`src/rtl/core/fnv1a_distinct_key_counter_top_macros.svh`:
```
// ----------------------------------------------------------------------------
// Assertion macros for the distinct key counter
// Concurrent checks that compile away when SYNTHESIS is defined.
// ----------------------------------------------------------------------------
`ifndef FNV1A_DISTINCT_KEY_COUNTER_TOP_MACROS_SVH
`define FNV1A_DISTINCT_KEY_COUNTER_TOP_MACROS_SVH

`ifndef SYNTHESIS
// same-cycle implication
`define FDKC_ASSERT_NOW(label, clk, rst, cond, expr) \
  label: assert property (@(posedge clk) disable iff (rst) (cond) |-> (expr)) \
    else $error("fdkc check failed");
// next-cycle implication
`define FDKC_ASSERT_NEXT(label, clk, rst, cond, expr) \
  label: assert property (@(posedge clk) disable iff (rst) (cond) |=> (expr)) \
    else $error("fdkc check failed");
`else
`define FDKC_ASSERT_NOW(label, clk, rst, cond, expr)
`define FDKC_ASSERT_NEXT(label, clk, rst, cond, expr)
`endif

`endif

```
`src/rtl/core/fdkc_pkg.sv`:
```
// ----------------------------------------------------------------------------
// fdkc_pkg
// Constants shared by the distinct key counter modules.
// ----------------------------------------------------------------------------
package fdkc_pkg;

  localparam int TABLE_ENTRIES_DEF = 32;

  localparam logic [31:0] FNV_BASIS = 32'd2166136261;
  localparam logic [31:0] FNV_PRIME = 32'd16777619;
  localparam logic [31:0] HASH_ONE  = 32'd1;

  localparam logic [5:0] COUNT_MAX = 6'd63;

  localparam logic [1:0] OUT_SEEN   = 2'd0;
  localparam logic [1:0] OUT_STORED = 2'd1;
  localparam logic [1:0] OUT_FULL   = 2'd2;

endpackage

```
`src/rtl/core/fdkc_in_if.sv`:
```
// ----------------------------------------------------------------------------
// fdkc_in_if
// Key byte request channel.
// ----------------------------------------------------------------------------
interface fdkc_in_if;
  logic       valid;
  logic       ready;
  logic [7:0] key_byte;
  logic       key_last;
  logic       empty_key;

  modport source (output valid, output key_byte, output key_last, output empty_key,
                  input ready);
  modport sink (input valid, input key_byte, input key_last, input empty_key,
                output ready);
endinterface

```
`src/rtl/core/fdkc_out_if.sv`:
```
// ----------------------------------------------------------------------------
// fdkc_out_if
// Probe result channel.
// ----------------------------------------------------------------------------
interface fdkc_out_if;
  logic        valid;
  logic        ready;
  logic [1:0]  outcome;
  logic [31:0] key_hash;
  logic [5:0]  distinct_count;

  modport source (output valid, output outcome, output key_hash, output distinct_count,
                  input ready);
  modport sink (input valid, input outcome, input key_hash, input distinct_count,
                output ready);
endinterface

```
`src/rtl/core/fdkc_hash_unit.sv`:
```
// ----------------------------------------------------------------------------
// fdkc_hash_unit
// Registered FNV-1a multiply: product = operand * prime mod 2^32.
// ----------------------------------------------------------------------------
module fdkc_hash_unit (
  input  logic        clk,
  input  logic        en,
  input  logic [31:0] operand,
  output logic [31:0] product
);
  import fdkc_pkg::*;

  always_ff @(posedge clk) begin
    if (en) begin
      product <= operand * FNV_PRIME;
    end
  end
endmodule

```
`src/rtl/core/fdkc_slot_table.sv`:
```
// ----------------------------------------------------------------------------
// fdkc_slot_table
// Hash slot memory: one write port, one registered read port.
// ----------------------------------------------------------------------------
module fdkc_slot_table #(
  parameter int TABLE_ENTRIES = fdkc_pkg::TABLE_ENTRIES_DEF,
  parameter int AW = (TABLE_ENTRIES > 1) ? $clog2(TABLE_ENTRIES) : 1
) (
  input  logic          clk,
  input  logic          wr_en,
  input  logic [AW-1:0] wr_addr,
  input  logic [31:0]   wr_data,
  input  logic [AW-1:0] rd_addr,
  output logic [31:0]   rd_data
);
  import fdkc_pkg::*;

  logic [31:0] mem [TABLE_ENTRIES];

  always_ff @(posedge clk) begin
    if (wr_en) begin
      mem[wr_addr] <= wr_data;
    end
  end

  always_ff @(posedge clk) begin
    rd_data <= mem[rd_addr];
  end
endmodule

```
`src/rtl/core/fnv1a_distinct_key_counter_top.sv`:
```
// ----------------------------------------------------------------------------
// fnv1a_distinct_key_counter_top
// Counts distinct keys by FNV-1a hash in a small insert-only hash set.
// ----------------------------------------------------------------------------
// Usage:
//   in_ch carries one key byte per request, with key_last on the final byte,
//   or empty_key for a key with no bytes. out_ch gives one result per key:
//   outcome, the key hash (zero remapped to one) and the distinct count.
//   Requests are taken one at a time; in_ch.ready is high only while idle.
//   A byte that is not last passes through accept, multiply and fold. A
//   last byte then probes the filled slots in order, ends on a match, at
//   the first empty slot (a miss) or on a full table, and then loads the
//   result register; an empty key skips the multiply and fold. The probe
//   walks the slot memory one entry at a time (read, then compare) through
//   one registered read port. Slots fill in order and are never freed, so a
//   fill count marks the empty slots and no clearing pass is needed after
//   reset.
//   Reset empties the table, zeroes the count and restores the offset basis.
//   A result waits in the output register while out_ch.ready is low; the next
//   key request is still accepted and processed, and its result waits until
//   the register frees.
// ----------------------------------------------------------------------------
`include "fnv1a_distinct_key_counter_top_macros.svh"

module fnv1a_distinct_key_counter_top #(
  parameter int TABLE_ENTRIES = fdkc_pkg::TABLE_ENTRIES_DEF
) (
  input logic        clk,
  input logic        rst,
  fdkc_in_if.sink    in_ch,
  fdkc_out_if.source out_ch
);
  import fdkc_pkg::*;

  localparam int AW = (TABLE_ENTRIES > 1) ? $clog2(TABLE_ENTRIES) : 1;
  localparam int IW = $clog2(TABLE_ENTRIES + 1);
  localparam logic [IW-1:0] FULL_FILL = IW'(TABLE_ENTRIES);

  typedef enum logic [2:0] {
    ST_IDLE, ST_MUL, ST_FOLD, ST_SCAN, ST_CMP, ST_FINISH
  } state_t;

  state_t        state;
  logic [31:0]   running_hash;
  logic [31:0]   mul_operand;
  logic          last_byte;
  logic [31:0]   probe_hash;
  logic [IW-1:0] idx;
  logic [IW-1:0] fill;
  logic [5:0]    stored_count;
  logic [1:0]    result_code;

  logic          accept;
  logic          mul_en;
  logic [31:0]   product;
  logic          wr_en;
  logic [31:0]   rd_data;
  logic          out_free;

  assign in_ch.ready = (state == ST_IDLE);
  assign accept      = in_ch.valid && in_ch.ready;
  assign mul_en      = (state == ST_MUL);
  assign wr_en       = (state == ST_SCAN) && (idx == fill) && (fill != FULL_FILL);
  assign out_free    = !out_ch.valid || out_ch.ready;

  fdkc_hash_unit u_hash (
    .clk     (clk),
    .en      (mul_en),
    .operand (mul_operand),
    .product (product)
  );

  fdkc_slot_table #(
    .TABLE_ENTRIES (TABLE_ENTRIES),
    .AW            (AW)
  ) u_table (
    .clk     (clk),
    .wr_en   (wr_en),
    .wr_addr (idx[AW-1:0]),
    .wr_data (probe_hash),
    .rd_addr (idx[AW-1:0]),
    .rd_data (rd_data)
  );

  always_ff @(posedge clk) begin
    if (rst) begin
      state        <= ST_IDLE;
      running_hash <= FNV_BASIS;
      fill         <= '0;
      stored_count <= '0;
      out_ch.valid <= 1'b0;
    end else begin
      if ((state == ST_FINISH) && out_free) begin
        out_ch.valid <= 1'b1;
      end else if (out_ch.ready) begin
        out_ch.valid <= 1'b0;
      end
      case (state)
        ST_IDLE: begin
          if (accept) begin
            if (in_ch.empty_key) begin
              // drop any partial key and probe the empty-key hash
              running_hash <= FNV_BASIS;
              probe_hash   <= FNV_BASIS;
              idx          <= '0;
              state        <= ST_SCAN;
            end else begin
              mul_operand <= running_hash ^ {24'd0, in_ch.key_byte};
              last_byte   <= in_ch.key_last;
              state       <= ST_MUL;
            end
          end
        end
        ST_MUL: begin
          state <= ST_FOLD;
        end
        ST_FOLD: begin
          if (last_byte) begin
            probe_hash   <= (product == 32'd0) ? HASH_ONE : product;
            running_hash <= FNV_BASIS;
            idx          <= '0;
            state        <= ST_SCAN;
          end else begin
            running_hash <= product;
            state        <= ST_IDLE;
          end
        end
        ST_SCAN: begin
          if (idx == fill) begin
            if (fill == FULL_FILL) begin
              result_code <= OUT_FULL;
            end else begin
              fill        <= fill + 1'b1;
              result_code <= OUT_STORED;
              if (stored_count != COUNT_MAX) begin
                stored_count <= stored_count + 1'b1;
              end
            end
            state <= ST_FINISH;
          end else begin
            state <= ST_CMP;
          end
        end
        ST_CMP: begin
          if (rd_data == probe_hash) begin
            result_code <= OUT_SEEN;
            state       <= ST_FINISH;
          end else begin
            idx   <= idx + 1'b1;
            state <= ST_SCAN;
          end
        end
        ST_FINISH: begin
          // hold until the output register is free
          if (out_free) begin
            out_ch.outcome        <= result_code;
            out_ch.key_hash       <= probe_hash;
            out_ch.distinct_count <= stored_count;
            state                 <= ST_IDLE;
          end
        end
        default: begin
          state <= ST_IDLE;
        end
      endcase
    end
  end

  `FDKC_ASSERT_NOW(a_write_not_full, clk, rst, wr_en, fill < FULL_FILL)
  `FDKC_ASSERT_NOW(a_cmp_in_filled, clk, rst, state == ST_CMP, idx < fill)
  `FDKC_ASSERT_NEXT(a_fill_advances, clk, rst, wr_en, fill == $past(fill) + 1'b1)
  `FDKC_ASSERT_NEXT(a_finish_delivers, clk, rst, (state == ST_FINISH) && out_free, out_ch.valid && (state == ST_IDLE))

endmodule
```
`src/flat_wrapper.sv`:
```
// flat-port wrapper written by rule: the top's interface ports become plain ports
module fnv1a_distinct_key_counter_top_flat import fdkc_pkg::*;
#(
  parameter int TABLE_ENTRIES = fdkc_pkg::TABLE_ENTRIES_DEF
)
  (clk, rst, in_ch_valid, in_ch_key_byte, in_ch_key_last, in_ch_empty_key, in_ch_ready, out_ch_valid, out_ch_outcome, out_ch_key_hash, out_ch_distinct_count, out_ch_ready);
  fdkc_in_if in_ch_i ();
  fdkc_out_if out_ch_i ();
  input logic clk;
  input logic rst;
  input wire logic [$bits(in_ch_i.valid)-1:0] in_ch_valid;
  input wire logic [$bits(in_ch_i.key_byte)-1:0] in_ch_key_byte;
  input wire logic [$bits(in_ch_i.key_last)-1:0] in_ch_key_last;
  input wire logic [$bits(in_ch_i.empty_key)-1:0] in_ch_empty_key;
  output wire logic [$bits(in_ch_i.ready)-1:0] in_ch_ready;
  output wire logic [$bits(out_ch_i.valid)-1:0] out_ch_valid;
  output wire logic [$bits(out_ch_i.outcome)-1:0] out_ch_outcome;
  output wire logic [$bits(out_ch_i.key_hash)-1:0] out_ch_key_hash;
  output wire logic [$bits(out_ch_i.distinct_count)-1:0] out_ch_distinct_count;
  input wire logic [$bits(out_ch_i.ready)-1:0] out_ch_ready;
  assign in_ch_i.valid = in_ch_valid;
  assign in_ch_i.key_byte = in_ch_key_byte;
  assign in_ch_i.key_last = in_ch_key_last;
  assign in_ch_i.empty_key = in_ch_empty_key;
  assign in_ch_ready = in_ch_i.ready;
  assign out_ch_valid = out_ch_i.valid;
  assign out_ch_outcome = out_ch_i.outcome;
  assign out_ch_key_hash = out_ch_i.key_hash;
  assign out_ch_distinct_count = out_ch_i.distinct_count;
  assign out_ch_i.ready = out_ch_ready;
  fnv1a_distinct_key_counter_top #(.TABLE_ENTRIES(TABLE_ENTRIES)) u_core (.clk(clk), .rst(rst), .in_ch(in_ch_i), .out_ch(out_ch_i));
endmodule
```
`config.mk`:
```
export PLATFORM = sky130hd
export DESIGN_NAME = fnv1a_distinct_key_counter_top_flat
export DESIGN_NICKNAME = d
export VERILOG_FILES = /design/src/rtl/core/fdkc_pkg.sv /design/src/rtl/core/fdkc_in_if.sv /design/src/rtl/core/fdkc_out_if.sv /design/src/rtl/core/fdkc_hash_unit.sv /design/src/rtl/core/fdkc_slot_table.sv /design/src/rtl/core/fnv1a_distinct_key_counter_top.sv /design/src/flat_wrapper.sv
export VERILOG_INCLUDE_DIRS = /design/src /design/src/rtl/core
export SDC_FILE = /design/constraint.sdc
export NUM_CORES = 2
export LEC_CHECK = 0
export BUFFER_PORTS_ARGS = -buffer_cell sky130_fd_sc_hd__buf_2
export CELL_PAD_IN_SITES_DETAIL_PLACEMENT = 1
export CELL_PAD_IN_SITES_GLOBAL_PLACEMENT = 2
export CORE_ASPECT_RATIO = 0.8
export CORE_MARGIN = 5
export CORE_UTILIZATION = 40
export DETAILED_ROUTE_END_ITERATION = 8
export PLACE_DENSITY = 0.72
export SKIP_LAST_GASP = 1
export SYNTH_ARGS = -nofsm -noshare
export SYNTH_HDL_FRONTEND = slang
export SYNTH_SLANG_ARGS = --single-unit
```
`constraint.sdc`:
```
create_clock -name clk -period 7.1 [get_ports clk]
set_clock_uncertainty 0.15 [all_clocks]
set_input_delay 1.42 -clock clk [delete_from_list [all_inputs] [get_ports clk]]
set_output_delay 1.42 -clock clk [all_outputs]
set_load 0.02 [all_outputs]
```
* Word-level counts from Yosys, hierarchy flattened *
Memory sizes are Yosys's and may differ from the RTL's. A register that Yosys moved wholly into a read port is not among the register bits.
Cells that the tools add are included.

word-level totals
  RAM bits = 1024
  flip-flop bits (word level) = 193
  memories = 1
  bits of input ports = 14
  word-level logic and storage cells = 88
  output and inout port bits = 42

operators by class
  multipliers = 1
  add/subtract/negate cells = 3
  reductions and logical operators = 21
  bitwise logic cells = 4
  muxes and demuxes = 27
  equal/unequal tests = 17

memories
  name                depth  width  rd ports  clocked after memory_dff  wr ports  line                   text
  u_core.u_table.mem  32     32     1         1                         1         fdkc_slot_table.sv:18  logic [31:0] mem [TABLE_ENTRIES];

operators with widths
  cell                                                                    number
  32-bit two-way mux                                                      5
  32-bit case mux with 2 select lines                                     2
  32-bit equality test                                                    1
  32-bit logical NOT                                                      1
  32-bit by 25-bit multiplier with 32-bit output (second input constant)  1
  32-bit by 8-bit XOR with 32-bit output                                  1
  6-bit two-way mux                                                       4
  6-bit by 1-bit adder with 6-bit output (second input constant)          3
  3-bit case mux with 6 select lines                                      1
  6-bit case mux with 3 select lines                                      1
  6-bit != test (second input constant)                                   2
  4-bit AND reduction                                                     3
  2-bit two-way mux                                                       5
  3-bit two-way mux                                                       3
  3-bit AND reduction                                                     3
  2-bit != test (second input constant)                                   4
  3-bit by 2-bit equality test with 1-bit output (second input constant)  2
  3-bit equality test (second input constant)                             2
  6-bit equality test                                                     1
  6-bit equality test (second input constant)                             1
  2-bit by 1-bit != test with 1-bit output (second input constant)        3
  6-bit AND reduction                                                     1
  2-bit nonzero test                                                      3
  1-bit two-way mux                                                       5
  other kinds (10)                                                        15

* Logic depth before layout (Yosys ltp) *
  depth in word-level cells = 5
  gate-level depth with buffers = 21
  gate-level depth less buffers = 20

* Modules after synthesis *
From an unflattened synthesis, not the netlist that was laid out.

unflattened totals
  cell total of the unflattened synthesis = 3348
  area, all modules = 53359.9 sq um

modules (own cells, without submodules)
  module                          times used  cells an instance  seq. area each (sq um)  area an instance (sq um)
  fdkc_slot_table                 1           2260               31390.1                 40492.6
  fdkc_hash_unit                  1           623                960.9                   6531.3
  fnv1a_distinct_key_counter_top  1           465                4354.2                  6336.1

* Worst setup path after synthesis *
No wires, ideal clock.

  path type = input port to flip-flop
  from = in rst
  to = reg u_core.last_byte, enable pin
  buffers on the path = 2
  cell stages on the path = 3
  library setup time = 517 ps
  data required time = 6433 ps
  arrival time = 5241 ps
  slack = 1192 ps
  cell sequence = clkbuf_1 clkbuf_1 nor4b_1

on the way
  longest elaborated chain between the ends = 2

RTL lines
  item                           line                                   text
  start, declared                flat_wrapper.sv:10                     input logic rst;
  1-bit inverter (no line)       n/a
  4-bit AND reduction (no line)  n/a
  end signal, assigned           fnv1a_distinct_key_counter_top.sv:109  last_byte <= in_ch.key_last;
  end, declared                  fnv1a_distinct_key_counter_top.sv:46   logic last_byte;

No other way between the ends.
A chain may end at the register's enable or synchronous reset.

* Worst setup path in the final report *
  from = reg u_core.mul_operand[1]
  to = reg u_core.u_hash.product[31], data pin

on the way
  longest elaborated chain between the ends = 1

RTL lines
  item                                            line                                   text
  start, declared                                 fnv1a_distinct_key_counter_top.sv:45   logic [31:0] mul_operand;
  start signal, assigned                          fnv1a_distinct_key_counter_top.sv:108  mul_operand <= running_hash ^ {24'd0, in_ch.key_byte};
  32-bit by 25-bit multiplier with 32-bit output  fdkc_hash_unit.sv:15                   product <= operand * FNV_PRIME;
  end signal, assigned                            fdkc_hash_unit.sv:15
  end, declared                                   fdkc_hash_unit.sv:9                    output logic [31:0] product

No other way between the ends.

==> summary.md <==
| Metric | Value |
|---|---|
| GRT Total Usage | `20.0%` |
| Slew HR | `26.4%` |
| Netlist Area Pre-Place | `51600 µm²` |
| Avg WL per Cell | `29.4 µm` |
| Synth warnings | `0` |
| Buffer count from post-CTS setup fixing | `0` |
| Cell area reported after detailed placement | `54500 µm²` |
| Vias per inst | `5.67` |
| Cell type contributing the most total cell area after synthesis | `edfxtp_1` |
| Number of flip-flops and latches in the synthesized netlist | `1249` |
| Final Setup Violations | `0` |
| Top-level I/O count | `56` |
| Most common cell in the netlist | `edfxtp_1` |
| TritonCTS buffer count | `120` |
| Max Freq | `176 MHz` |
| Post-DP HPWL | `78700 µm` |
| Type of destination of the critical path | `register` |
| Number of nets in the layout | `3112` |
| Die height | `331 µm` |
| Die Wd | `412 µm` |
| Tightest Pin Transition | `1100 ps` |
| Syn_area_per_cell | `19.2 µm²` |
| Worst setup path category | `reg -> reg` |
| Unrepaired setup endpoints after global routing | `no` |
| CTS tree | `yes` |
| First-pass GRT wire length | `198000 µm` |
| Area growth, synth to finish | `13.0%` |
| 1st-iter DRT viols | `3110` |
| Initial antenna violation count | `4` |
| Share of final-layout standard cells stronger than drive strength 1 | `20.8%` |
| Kind of start point of the critical path | `register` |
| Critical Path Fanout Max | `6` |
| Hold Path Class | `reg -> reg` |
| Final-layout fill cell count | `11900` |
| Starting Density | `40.4%` |
| Final non-filler cell area | `58400 µm²` |
| Commonest cells in the synthesized netlist | `1169 x edfxtp_1, 256 x mux4_2, 193 x ha_1` |
| Static leakage | `19.3 nW` |
| Via count | `26400` |
| Later-pin clock latency in the skew report | `730 ps` |
| Core ar. | `128000 µm²` |
| Worst path required time | `7410 ps` |
| Total nets after synthesis | `2971` |
| Post-route met1 wirelength | `60300 µm` |
| Number of global-route vias before repair | `27900` |
| Multi-input gate area | `14100 µm²` |
| Prevailing post-synth register cell | `edfxtp_1` |
| Number of port buffers | `55` |
| Worst vdd rail ir drop | `0.211 mV` |
| Top-area cell type share of the netlist area | `68.0%` |
| Pin count of the biggest net entering global routing | `144` |
| Top sig layer | `met4` |
| Number of H-tree branching levels | `3` |
| Share of synthesized flip-flops with an asynchronous set or reset | `0%` |
| Areal power density over the cells | `295 nW/µm²` |
| ANT nets after route | `0` |
| Maximum number of buffers from clock root to sink | `3` |
| Weighted congestion reported at the end of routability-driven placement | `0.799` |
| Length of routed met3 wiring | `11000 µm` |
| Sum of met2 wire segment lengths after detailed routing | `62800 µm` |
| Outcome | `completed` |
| Post-synthesis sequential area ratio | `71.1%` |
| TNS Setup | `0 ps` |
| Number of iterations in the first detailed-routing pass | `5` |
| Final Max Slew Viols | `0` |
| Total of hold buffers inserted after clock tree synthesis | `0` |
| DRC errors left | `0` |
| Clock slew at the register clock pins of the worst setup and hold paths | `60 ps` |
| Global-route congestion overflow total | `0` |
| Final cycle utilization of the critical path | `80.0%` |
| Max cap viols | `0` |
| # resized after CTS | `0` |
| CTS root buffer | `clkbuf_16` |
| Rows | `117` |
| Final number of hold-violating endpoints | `0` |
| FF+latch area | `36700 µm²` |
| Number of sinks on the clock net | `1249` |
| Min Clock Period, post-route | `5680 ps` |
| Count of unique library cells instantiated by Yosys | `60` |
| Number of synthesized flops with an enable pin | `1169` |
| Number of instances in the synthesized netlist | `2690` |
| Final Routed Wirelength | `137000 µm` |
| Worst EP arrival | `5990 ps` |
| Ranking of synthesized cells by area | `edfxtp_1 68%, mux4_2 11%, ha_1 4.7%` |
| Die Outline Area | `136000 µm²` |
logic make-up (layout without fill, tap and decap cells):
group                      Yosys count  in the layout  synth area share, %
muxes                              259            259                 11.2
AOI/OAI and AO/OA                  255            255                 3.53
and+or+nand+nor                    285            285                 2.91
other                                0              1                    0
xor gates and xnor gates            96             96                 1.63
adders and majority gates          267            267                 7.54
DFF                               1249           1249                 71.1
buffers and inverters              279            525                 2.09
per-stage QoR:
step / util (%) / hold WS [ps] / instances / power, mW / worst slack [ps]
2_1_floorplan: - / 250 / 2690 / 10.3 / 1190
3_3_place_gp: 42.7 / 269 / 4434 / 11.1 / 1520
3_5_place_dp: 42.7 / 277 / 4434 / 11.1 / 1450
4_1_cts: 45.7 / 291 / 4661 / 17.4 / 1390
5_1_grt: 45.7 / 292 / 4661 / 18.0 / 1150
6_report: 45.7 / 283 / 4662 / 17.2 / 1420
critical path, cell delays in order (launching register included):
cell and delay [ps]:
edfxtp_1 570, ha_1 370, ha_1 340, ha_1 320, ha_1 210, fa_1 460, ha_1 290, inv_1 40
fa_1 470, inv_1 40, ha_1 360, a2111oi_0 380, o21ai_0 260, nand3_1 210, nand2_1 140, a31o_1 260
a211oi_2 290, o2bb2ai_1 160, xnor2_1 90
cell type report:
cell class                 instances  share of cell area [%]
clock inverter                    49                   0.827
sequential                      1249                    62.9
inverter                         166                    1.07
clock buffer                     178                    5.80
antenna                            1                 0.00429
multi-input combinational       1162                    24.2
tap                             1725                    3.70
timing repair buffer             132                    1.50
sequential cells by signal, summed over array words and instances, names as in the netlist, 32 cells and up:
name,flops
u_core.u_table.mem,1024
u_core.out_ch.key_hash,32
u_core.u_hash.product,32
u_core.probe_hash,32
u_core.running_hash,32
u_core.mul_operand,32
u_core.u_table.rd_data,32
where the power goes:
group	internal (mW)	switching, mW
registers	8.30	0.216
clock network	3.53	2.78
logic	1.01	1.41
worst paths after layout:
kind | start | endpoint | slack (ps) | cells after the start
worst max-delay path | u_core.mul_operand[1]$_DFFE_PP_ | u_core.u_hash.product[31]$_DFFE_PP_ | 1420 | 18
worst min-delay path | u_core.result_code[1]$_SDFFCE_PN0P_ | u_core.out_ch.outcome[1]$_DFFE_PP_ | 280 | 0
worst max register to register | u_core.mul_operand[1]$_DFFE_PP_ | u_core.u_hash.product[31]$_DFFE_PP_ | 1420 | 18
worst min register to register | u_core.result_code[1]$_SDFFCE_PN0P_ | u_core.out_ch.outcome[1]$_DFFE_PP_ | 280 | 0
cell usage in the layout (no fill, tap or decap), types with 33 or more instances in the layout:
cell type  count
edfxtp_1    1169
xnor2_1       70
nor2_4        33
mux4_2       256
fa_1          74
nor2_1        49
a22oi_1      146
dfxtp_1       80
clkbuf_16    123
buf_2         55
buf_4         75
clkbuf_1      45
nand4_1       44
ha_1         193
inv_1        166
metal layers:
metal  global-route usage [%]  vias up
li1                         -    11000
met1                     29.8    14200
met2                     30.4     1053
met3                     4.17      186
met4                     4.73        0
met5                        0        -
Note: power is estimated with default switching activity, not from simulation.
